==> src/hdl/rgb_hsl_pkg.sv <==
// ----------------------------------------------------------------------------
// RGB to HSL package
// Shared types and constants for the pixel converter and its division cells.
// ----------------------------------------------------------------------------
package rgb_hsl_pkg;

  localparam int unsigned CompW = 8;
  localparam int unsigned SumW  = 9;
  localparam int unsigned OutW  = 16;
  localparam int unsigned SatW  = 8;
  localparam int unsigned HueW  = 11;

  localparam logic [CompW-1:0] CompMax = 8'd255;

  typedef logic [CompW-1:0] comp_t;

  // Payload handed from cell to cell: two restoring divisions run side by side.
  typedef struct packed {
    logic [SatW-1:0] sat_rem;
    logic [SatW-1:0] sat_den;
    logic [OutW-1:0] sat_quo;
    logic [HueW-1:0] hue_rem;
    logic [HueW-1:0] hue_den;
    logic [OutW-1:0] hue_quo;
    logic [SumW-1:0] sum;
  } div_t;

endpackage

==> src/hdl/rgb_hsl_if.sv <==
// ----------------------------------------------------------------------------
// RGB to HSL channels
// Valid/ready channels for input pixels and HSL results.
// ----------------------------------------------------------------------------
interface rgb_hsl_pix_if;
  logic                        valid;
  logic                        ready;
  logic [rgb_hsl_pkg::CompW-1:0] red;
  logic [rgb_hsl_pkg::CompW-1:0] green;
  logic [rgb_hsl_pkg::CompW-1:0] blue;

  modport source (output valid, output red, output green, output blue, input ready);
  modport sink   (input valid, input red, input green, input blue, output ready);
endinterface

interface rgb_hsl_res_if;
  logic                         valid;
  logic                         ready;
  logic [rgb_hsl_pkg::OutW-1:0] hue;
  logic [rgb_hsl_pkg::OutW-1:0] saturation;
  logic [rgb_hsl_pkg::SumW-1:0] lightness_sum;

  modport source (output valid, output hue, output saturation, output lightness_sum,
                  input ready);
  modport sink   (input valid, input hue, input saturation, input lightness_sum,
                  output ready);
endinterface

==> src/hdl/rgb_hsl_prep.sv <==
// ----------------------------------------------------------------------------
// RGB to HSL front stage
// Finds max and min, forms lightness sum and both division operands.
// ----------------------------------------------------------------------------
module rgb_hsl_prep (
  input  logic                     clk_i,
  input  logic                     rst_ni,
  input  logic                     valid_i,
  output logic                     ready_o,
  input  logic [rgb_hsl_pkg::CompW-1:0] red_i,
  input  logic [rgb_hsl_pkg::CompW-1:0] green_i,
  input  logic [rgb_hsl_pkg::CompW-1:0] blue_i,
  output logic                     valid_o,
  input  logic                     ready_i,
  output rgb_hsl_pkg::div_t        data_o
);
  import rgb_hsl_pkg::*;

  comp_t            mx, mn, delta;
  logic [SumW-1:0]  sum;
  logic [SumW-1:0]  sat_den_w;
  logic signed [12:0] base, diff, num;
  logic [HueW-1:0]  den6;
  logic             grey;
  logic             valid_q;
  div_t             data_d, data_q;

  always_comb begin
    mx = red_i;
    mn = red_i;
    if (green_i > mx) mx = green_i;
    if (blue_i  > mx) mx = blue_i;
    if (green_i < mn) mn = green_i;
    if (blue_i  < mn) mn = blue_i;
    delta = mx - mn;
    sum   = {1'b0, mx} + {1'b0, mn};
    grey  = (delta == '0);

    sat_den_w = (sum < {1'b0, CompMax}) ? sum : (9'd510 - sum);
    den6      = {1'b0, delta, 2'b00} + {2'b00, delta, 1'b0};

    if (red_i == mx) begin
      base = '0;
      diff = $signed({5'd0, green_i}) - $signed({5'd0, blue_i});
    end else if (green_i == mx) begin
      base = $signed({4'd0, delta, 1'b0});
      diff = $signed({5'd0, blue_i}) - $signed({5'd0, red_i});
    end else begin
      base = $signed({3'd0, delta, 2'b00});
      diff = $signed({5'd0, red_i}) - $signed({5'd0, green_i});
    end
    num = base + diff;
    if (num < 0) num = num + $signed({2'b00, den6});

    data_d.sum     = sum;
    data_d.sat_quo = '0;
    data_d.hue_quo = '0;
    if (grey) begin
      data_d.sat_rem = '0;
      data_d.sat_den = SatW'(1);
      data_d.hue_rem = '0;
      data_d.hue_den = HueW'(1);
    end else begin
      data_d.sat_rem = delta;
      data_d.sat_den = sat_den_w[SatW-1:0];
      data_d.hue_rem = num[HueW-1:0];
      data_d.hue_den = den6;
    end
  end

  assign ready_o = !valid_q || ready_i;
  assign valid_o = valid_q;
  assign data_o  = data_q;

  always_ff @(posedge clk_i or negedge rst_ni) begin
    if (!rst_ni) begin
      valid_q <= 1'b0;
    end else if (ready_o) begin
      valid_q <= valid_i;
    end
  end

  always_ff @(posedge clk_i) begin
    if (ready_o && valid_i) begin
      data_q <= data_d;
    end
  end

endmodule

==> src/hdl/rgb_hsl_cell.sv <==
// ----------------------------------------------------------------------------
// RGB to HSL division cell
// One restoring step for saturation and hue; yields one quotient bit each.
// ----------------------------------------------------------------------------
module rgb_hsl_cell (
  input  logic              clk_i,
  input  logic              rst_ni,
  input  logic              valid_i,
  output logic              ready_o,
  input  rgb_hsl_pkg::div_t data_i,
  output logic              valid_o,
  input  logic              ready_i,
  output rgb_hsl_pkg::div_t data_o
);
  import rgb_hsl_pkg::*;

  logic [SatW:0] sat_shl;
  logic [HueW:0] hue_shl;
  logic          sat_bit, hue_bit;
  logic [SatW:0] sat_sub;
  logic [HueW:0] hue_sub;
  logic          valid_q;
  div_t          data_d, data_q;

  always_comb begin
    sat_shl = {data_i.sat_rem, 1'b0};
    hue_shl = {data_i.hue_rem, 1'b0};
    sat_bit = (sat_shl >= {1'b0, data_i.sat_den});
    hue_bit = (hue_shl >= {1'b0, data_i.hue_den});
    sat_sub = sat_bit ? (sat_shl - {1'b0, data_i.sat_den}) : sat_shl;
    hue_sub = hue_bit ? (hue_shl - {1'b0, data_i.hue_den}) : hue_shl;

    data_d         = data_i;
    data_d.sat_rem = sat_sub[SatW-1:0];
    data_d.hue_rem = hue_sub[HueW-1:0];
    data_d.sat_quo = {data_i.sat_quo[OutW-2:0], sat_bit};
    data_d.hue_quo = {data_i.hue_quo[OutW-2:0], hue_bit};
  end

  assign ready_o = !valid_q || ready_i;
  assign valid_o = valid_q;
  assign data_o  = data_q;

  always_ff @(posedge clk_i or negedge rst_ni) begin
    if (!rst_ni) begin
      valid_q <= 1'b0;
    end else if (ready_o) begin
      valid_q <= valid_i;
    end
  end

  always_ff @(posedge clk_i) begin
    if (ready_o && valid_i) begin
      data_q <= data_d;
    end
  end

endmodule

==> src/hdl/rgb_to_hsl_converter.sv <==
// ----------------------------------------------------------------------------
// RGB to HSL converter
// Throughput: one pixel per cycle while hsl_o.ready is high; a row of
// FRAC_BITS division cells, each producing one quotient bit of hue and
// saturation, follows the registered front stage.
// Reset clears all stage valid bits; the chain is empty after reset.
// ----------------------------------------------------------------------------
module rgb_to_hsl_converter #(
  parameter int unsigned FRAC_BITS = 16
) (
  input  logic                 clk_i,
  input  logic                 rst_ni,
  rgb_hsl_pix_if.sink          pix_i,
  rgb_hsl_res_if.source        hsl_o
);
  import rgb_hsl_pkg::*;

  logic  stg_valid [FRAC_BITS+1];
  logic  stg_ready [FRAC_BITS+1];
  div_t  stg_data  [FRAC_BITS+1];

  rgb_hsl_prep u_prep (
    .clk_i   (clk_i),
    .rst_ni  (rst_ni),
    .valid_i (pix_i.valid),
    .ready_o (pix_i.ready),
    .red_i   (pix_i.red),
    .green_i (pix_i.green),
    .blue_i  (pix_i.blue),
    .valid_o (stg_valid[0]),
    .ready_i (stg_ready[0]),
    .data_o  (stg_data[0])
  );

  for (genvar k = 0; k < FRAC_BITS; k++) begin : g_cell
    rgb_hsl_cell u_cell (
      .clk_i   (clk_i),
      .rst_ni  (rst_ni),
      .valid_i (stg_valid[k]),
      .ready_o (stg_ready[k]),
      .data_i  (stg_data[k]),
      .valid_o (stg_valid[k+1]),
      .ready_i (stg_ready[k+1]),
      .data_o  (stg_data[k+1])
    );
  end

  assign stg_ready[FRAC_BITS] = hsl_o.ready;
  assign hsl_o.valid          = stg_valid[FRAC_BITS];
  assign hsl_o.hue            = stg_data[FRAC_BITS].hue_quo;
  assign hsl_o.saturation     = stg_data[FRAC_BITS].sat_quo;
  assign hsl_o.lightness_sum  = stg_data[FRAC_BITS].sum;

endmodule

==> src/flat_wrapper.sv <==
// flat-port wrapper written by rule: the top's interface ports become plain ports
module rgb_to_hsl_converter_flat import rgb_hsl_pkg::*;
#(
  parameter int unsigned FRAC_BITS = 16
)
  (clk_i, rst_ni, pix_i_valid, pix_i_red, pix_i_green, pix_i_blue, pix_i_ready, hsl_o_valid, hsl_o_hue, hsl_o_saturation, hsl_o_lightness_sum, hsl_o_ready);
  rgb_hsl_pix_if pix_i_i ();
  rgb_hsl_res_if hsl_o_i ();
  input  logic clk_i;
  input  logic rst_ni;
  input wire logic [$bits(pix_i_i.valid)-1:0] pix_i_valid;
  input wire logic [$bits(pix_i_i.red)-1:0] pix_i_red;
  input wire logic [$bits(pix_i_i.green)-1:0] pix_i_green;
  input wire logic [$bits(pix_i_i.blue)-1:0] pix_i_blue;
  output wire logic [$bits(pix_i_i.ready)-1:0] pix_i_ready;
  output wire logic [$bits(hsl_o_i.valid)-1:0] hsl_o_valid;
  output wire logic [$bits(hsl_o_i.hue)-1:0] hsl_o_hue;
  output wire logic [$bits(hsl_o_i.saturation)-1:0] hsl_o_saturation;
  output wire logic [$bits(hsl_o_i.lightness_sum)-1:0] hsl_o_lightness_sum;
  input wire logic [$bits(hsl_o_i.ready)-1:0] hsl_o_ready;
  assign pix_i_i.valid = pix_i_valid;
  assign pix_i_i.red = pix_i_red;
  assign pix_i_i.green = pix_i_green;
  assign pix_i_i.blue = pix_i_blue;
  assign pix_i_ready = pix_i_i.ready;
  assign hsl_o_valid = hsl_o_i.valid;
  assign hsl_o_hue = hsl_o_i.hue;
  assign hsl_o_saturation = hsl_o_i.saturation;
  assign hsl_o_lightness_sum = hsl_o_i.lightness_sum;
  assign hsl_o_i.ready = hsl_o_ready;
  rgb_to_hsl_converter #(.FRAC_BITS(FRAC_BITS)) u_core (.clk_i(clk_i), .rst_ni(rst_ni), .pix_i(pix_i_i), .hsl_o(hsl_o_i));
endmodule
==> config.mk <==
export PLATFORM = sky130hd
export DESIGN_NAME = rgb_to_hsl_converter_flat
export DESIGN_NICKNAME = d
export VERILOG_FILES = /design/src/hdl/rgb_hsl_pkg.sv /design/src/hdl/rgb_hsl_if.sv /design/src/hdl/rgb_hsl_prep.sv /design/src/hdl/rgb_hsl_cell.sv /design/src/hdl/rgb_to_hsl_converter.sv /design/src/flat_wrapper.sv
export SDC_FILE = /design/constraint.sdc
export NUM_CORES = 2
export LEC_CHECK = 0
export BUFFER_PORTS_ARGS = -buffer_cell sky130_fd_sc_hd__buf_4
export CAP_MARGIN = 20
export CORE_ASPECT_RATIO = 0.5
export CORE_MARGIN = 8
export CORE_UTILIZATION = 40
export DETAILED_ROUTE_END_ITERATION = 7
export MAX_ROUTING_LAYER = met4
export PLACE_DENSITY = 0.65
export SLEW_MARGIN = 0
export SYNTH_ARGS = -nofsm -noshare
export SYNTH_HDL_FRONTEND = slang
export SYNTH_HIERARCHICAL = 1
export SYNTH_SLANG_ARGS = --single-unit
export TNS_END_PERCENT = 10
==> constraint.sdc <==
create_clock -name clk_i -period 13 [get_ports clk_i]
set_input_delay 1.95 -clock clk_i [delete_from_list [all_inputs] [get_ports clk_i]]
set_output_delay 1.95 -clock clk_i [all_outputs]
set_load 0.01 [all_outputs]
==> results.md <==
- The run finished with clean final reports.
- The clock tree synthesis step divided the H-tree into 3 levels.
- The post-synthesis to final-layout area growth is 10.85%.
- The count of input and output buffers is 70.
- The initial antenna violation count came to 0.
- The number of pins with negative max-slew slack in the final report is 0.
- Entering global routing, the biggest net connects 70 pins.
- After detailed routing, the total wire length is 104.8 mm.
- The kind of path behind the tightest hold check is register to register.
- Row generation in the floorplan step produced 95 rows.
- In this run the critical register-to-register path is launched from u_core/g_cell[15].u_cell/valid_o.
- The worst-case vdd ir drop is 0.0002374 V.
- After detailed routing, the number of vias per cell comes to 5.182.
- Setup slack on the critical path of the routed design comes to 3.367 ns.
- The CTS sink count is 1049.
- The final weighted congestion in routability-driven placement is 0.9091.
- The number of global-route vias before repair is 33280.
- After global routing the overflow that remains totals 0.
- On the final layout, the worst clock skew is 0.02232 ns.
- TritonCTS built the clock tree.
- The worst setup slack before clock tree synthesis is 2.708 ns.
- The first-pass GRT wire length is 169.1 mm.
- In this run, post-CTS hold repair placed 0 buffers.
- The final hold violation count is 0.
- The number of gates resized after CTS was 0.
- The most common cell after layout, fill and taps aside is sky130_fd_sc_hd__edfxtp_1.
- The clock buffer count from CTS is 97.
- Data on the critical path is required at its endpoint by 13.44 ns.
- The estimated wirelength of the detail-placed design is 77.49 mm.
- The kind of start point of the critical path is a primary input.
- The core area is 134800 um^2.
- At the pin with the least slew margin, the transition time is 1.003 ns.
- In this run the worst setup path begins at pix_i_green[7].
- The number of nets in the synthesized netlist is 4737.
- In the layout the commonest cells are 1032 x sky130_fd_sc_hd__edfxtp_1, 451 x sky130_fd_sc_hd__inv_1, 389 x sky130_fd_sc_hd__ha_1, 267 x sky130_fd_sc_hd__nand2_1, 254 x sky130_fd_sc_hd__a21oi_1.
- The antenna violation net count after detailed routing is 0.
- The largest individual stage delay along the critical path comes from the cell sky130_fd_sc_hd__o21ai_1.
- The die span in y is 277.0 um.
- The critical path is of the primary input to register type.
- The final route contains 32470 vias.
- In this run the static leakage power is 23.70 nW.
- After detailed routing, the number of remaining DRC violations is 0.
- The cell at the root of the clock tree is sky130_fd_sc_hd__clkbuf_16.
- The die is 538.0 um wide.
- The peak clock frequency supported by timing is 103.8 MHz.
- The clock latency on the worst-skew pair is 0.69 ns.
- The area of the mapped netlist is 54490 um^2.
- The setup fix buffers added after clock tree synthesis is 0.
- After technology mapping, the gate count stands at 4281.
- The data arrival time of the critical path is 10.08 ns.
- The beginning of the worst hold path is u_core/g_cell[12].u_cell/data_o[50].
- Global routing used 14.12% of the available tracks.
- The maximum single-stage delay on the critical path is 0.83 ns.
- The post-route setup TNS is 0 ns.
- In this run the mean area of a mapped cell was 12.73 um^2.
- Measured against its own limit, the worst slew margin works out to 32.66%.
- The worst-case clock buffer depth is 3.
- The tool flagged a number of max-cap violations equal to 0.
- Setup repair after global routing left no endpoint under its margin.
- The endpoint class of the critical path is a register.
- The shortest clock period the worst path allows after layout is 9.633 ns.
- Of all nets on the critical path, the largest fanout is 15.
- For this design the top-level I/O count stands at 71.
- The pre-antenna-repair detailed-routing pass consisted of 6 iterations.
- The share of cells above drive strength 1 is 11.30%.
- After the first detailed-routing iteration, the DRC count stood at 1649.
- Yosys printed 6 warnings.
- After layout, the design draws a total of 16.07 mW.
- The ratio of total power to cell area is 266.0 nW/um^2.
- In the final routed layout, each cell accounts on average for 16.73 um.
- The most repeated library cell on the critical path is sky130_fd_sc_hd__ha_1.
- Setup violations remaining at the end of the flow were counted as 0.
- The net total in the final layout is 4848.
- After clock tree synthesis, the clock-pin slew on the worst setup and hold paths is 0.06 ns.
- The initial utilization of the core area, before any placement, comes to 40.43%.
- The floorplan step defined a die boundary enclosing 149000 um^2.
- The number of antenna repair diodes is 0.
- The share of the clock period used by the worst path after layout is 74.10%.
area by class of cell:
cell class                 instances  area (um^2)
clock buffer                     115         2516
clock inverter                    63        883.3
fill                           11910        74390
inverter                         467         1790
multi-input combinational       2689        20850
sequential                      1049        31420
tap                             1794         2245
timing repair buffer              88        698.2
sequential cells by signal, indices dropped and copies added, names as in the netlist:
register,flops
u_core/u_prep/valid_o,1
u_core/g_cell.u_cell/valid_o,16
u_core/g_cell.u_cell/data_o,986
u_core/u_prep/data_o,46
worst max-delay path: cells and delay by family:
family,cells,cell delay [ns]
XOR/XNOR,3,0.78
AO/OA/AOI/OAI,16,3.97
adder cells (fa/ha/maj),6,1.84
buffers and inverters,4,0.54
AND/OR/NAND/NOR,5,0.66
multiplexers,2,0.32
per-layer routing:
metal	vias up	track usage, %	wire length, um
met2	639	24.86	51670
met1	15610	16.36	45720
met4	0	4.819	3751
li1	16000	-	-
met3	225	2.359	3685
met5	-	-	0
worst paths after layout:
check                      cells past startpoint  slack, ns                             endpoint
setup / recovery                              36       3.37             u_core/u_prep/data_o[46]
min in group asynchronous                      1       1.12      u_core/g_cell[0].u_cell/valid_o
max in group asynchronous                      1      11.67      u_core/g_cell[8].u_cell/valid_o
hold / removal                                 0       0.41  u_core/g_cell[13].u_cell/data_o[51]
hold reg to reg                                0       0.41  u_core/g_cell[13].u_cell/data_o[51]
setup reg to reg                              19       8.80             u_core/u_prep/data_o[67]
where the power goes:
group | total, mW | internal, mW | switching (mW) | leakage, nW
Combinational | 7.29 | 3.24 | 4.05 | 11.8
Clock | 3.03 | 1.77 | 1.25 | 1.64
Sequential | 5.75 | 5.28 | 0.476 | 10.2
metrics by stage:
stage | util (%) | hold slack [ns] | cell area (um^2) | std cells
2_1_floorplan | - | 0.4003 | 54490 | 4281
3_3_place_gp | 42.24 | 0.4007 | 56940 | 6084
3_5_place_dp | 42.24 | 0.4045 | 56940 | 6084
4_1_cts | 44.76 | 0.4069 | 60340 | 6262
5_1_grt | 44.81 | 0.4179 | 60400 | 6265
6_report | 44.81 | 0.4117 | 60400 | 6265
Power figures use the tool's default switching activity.
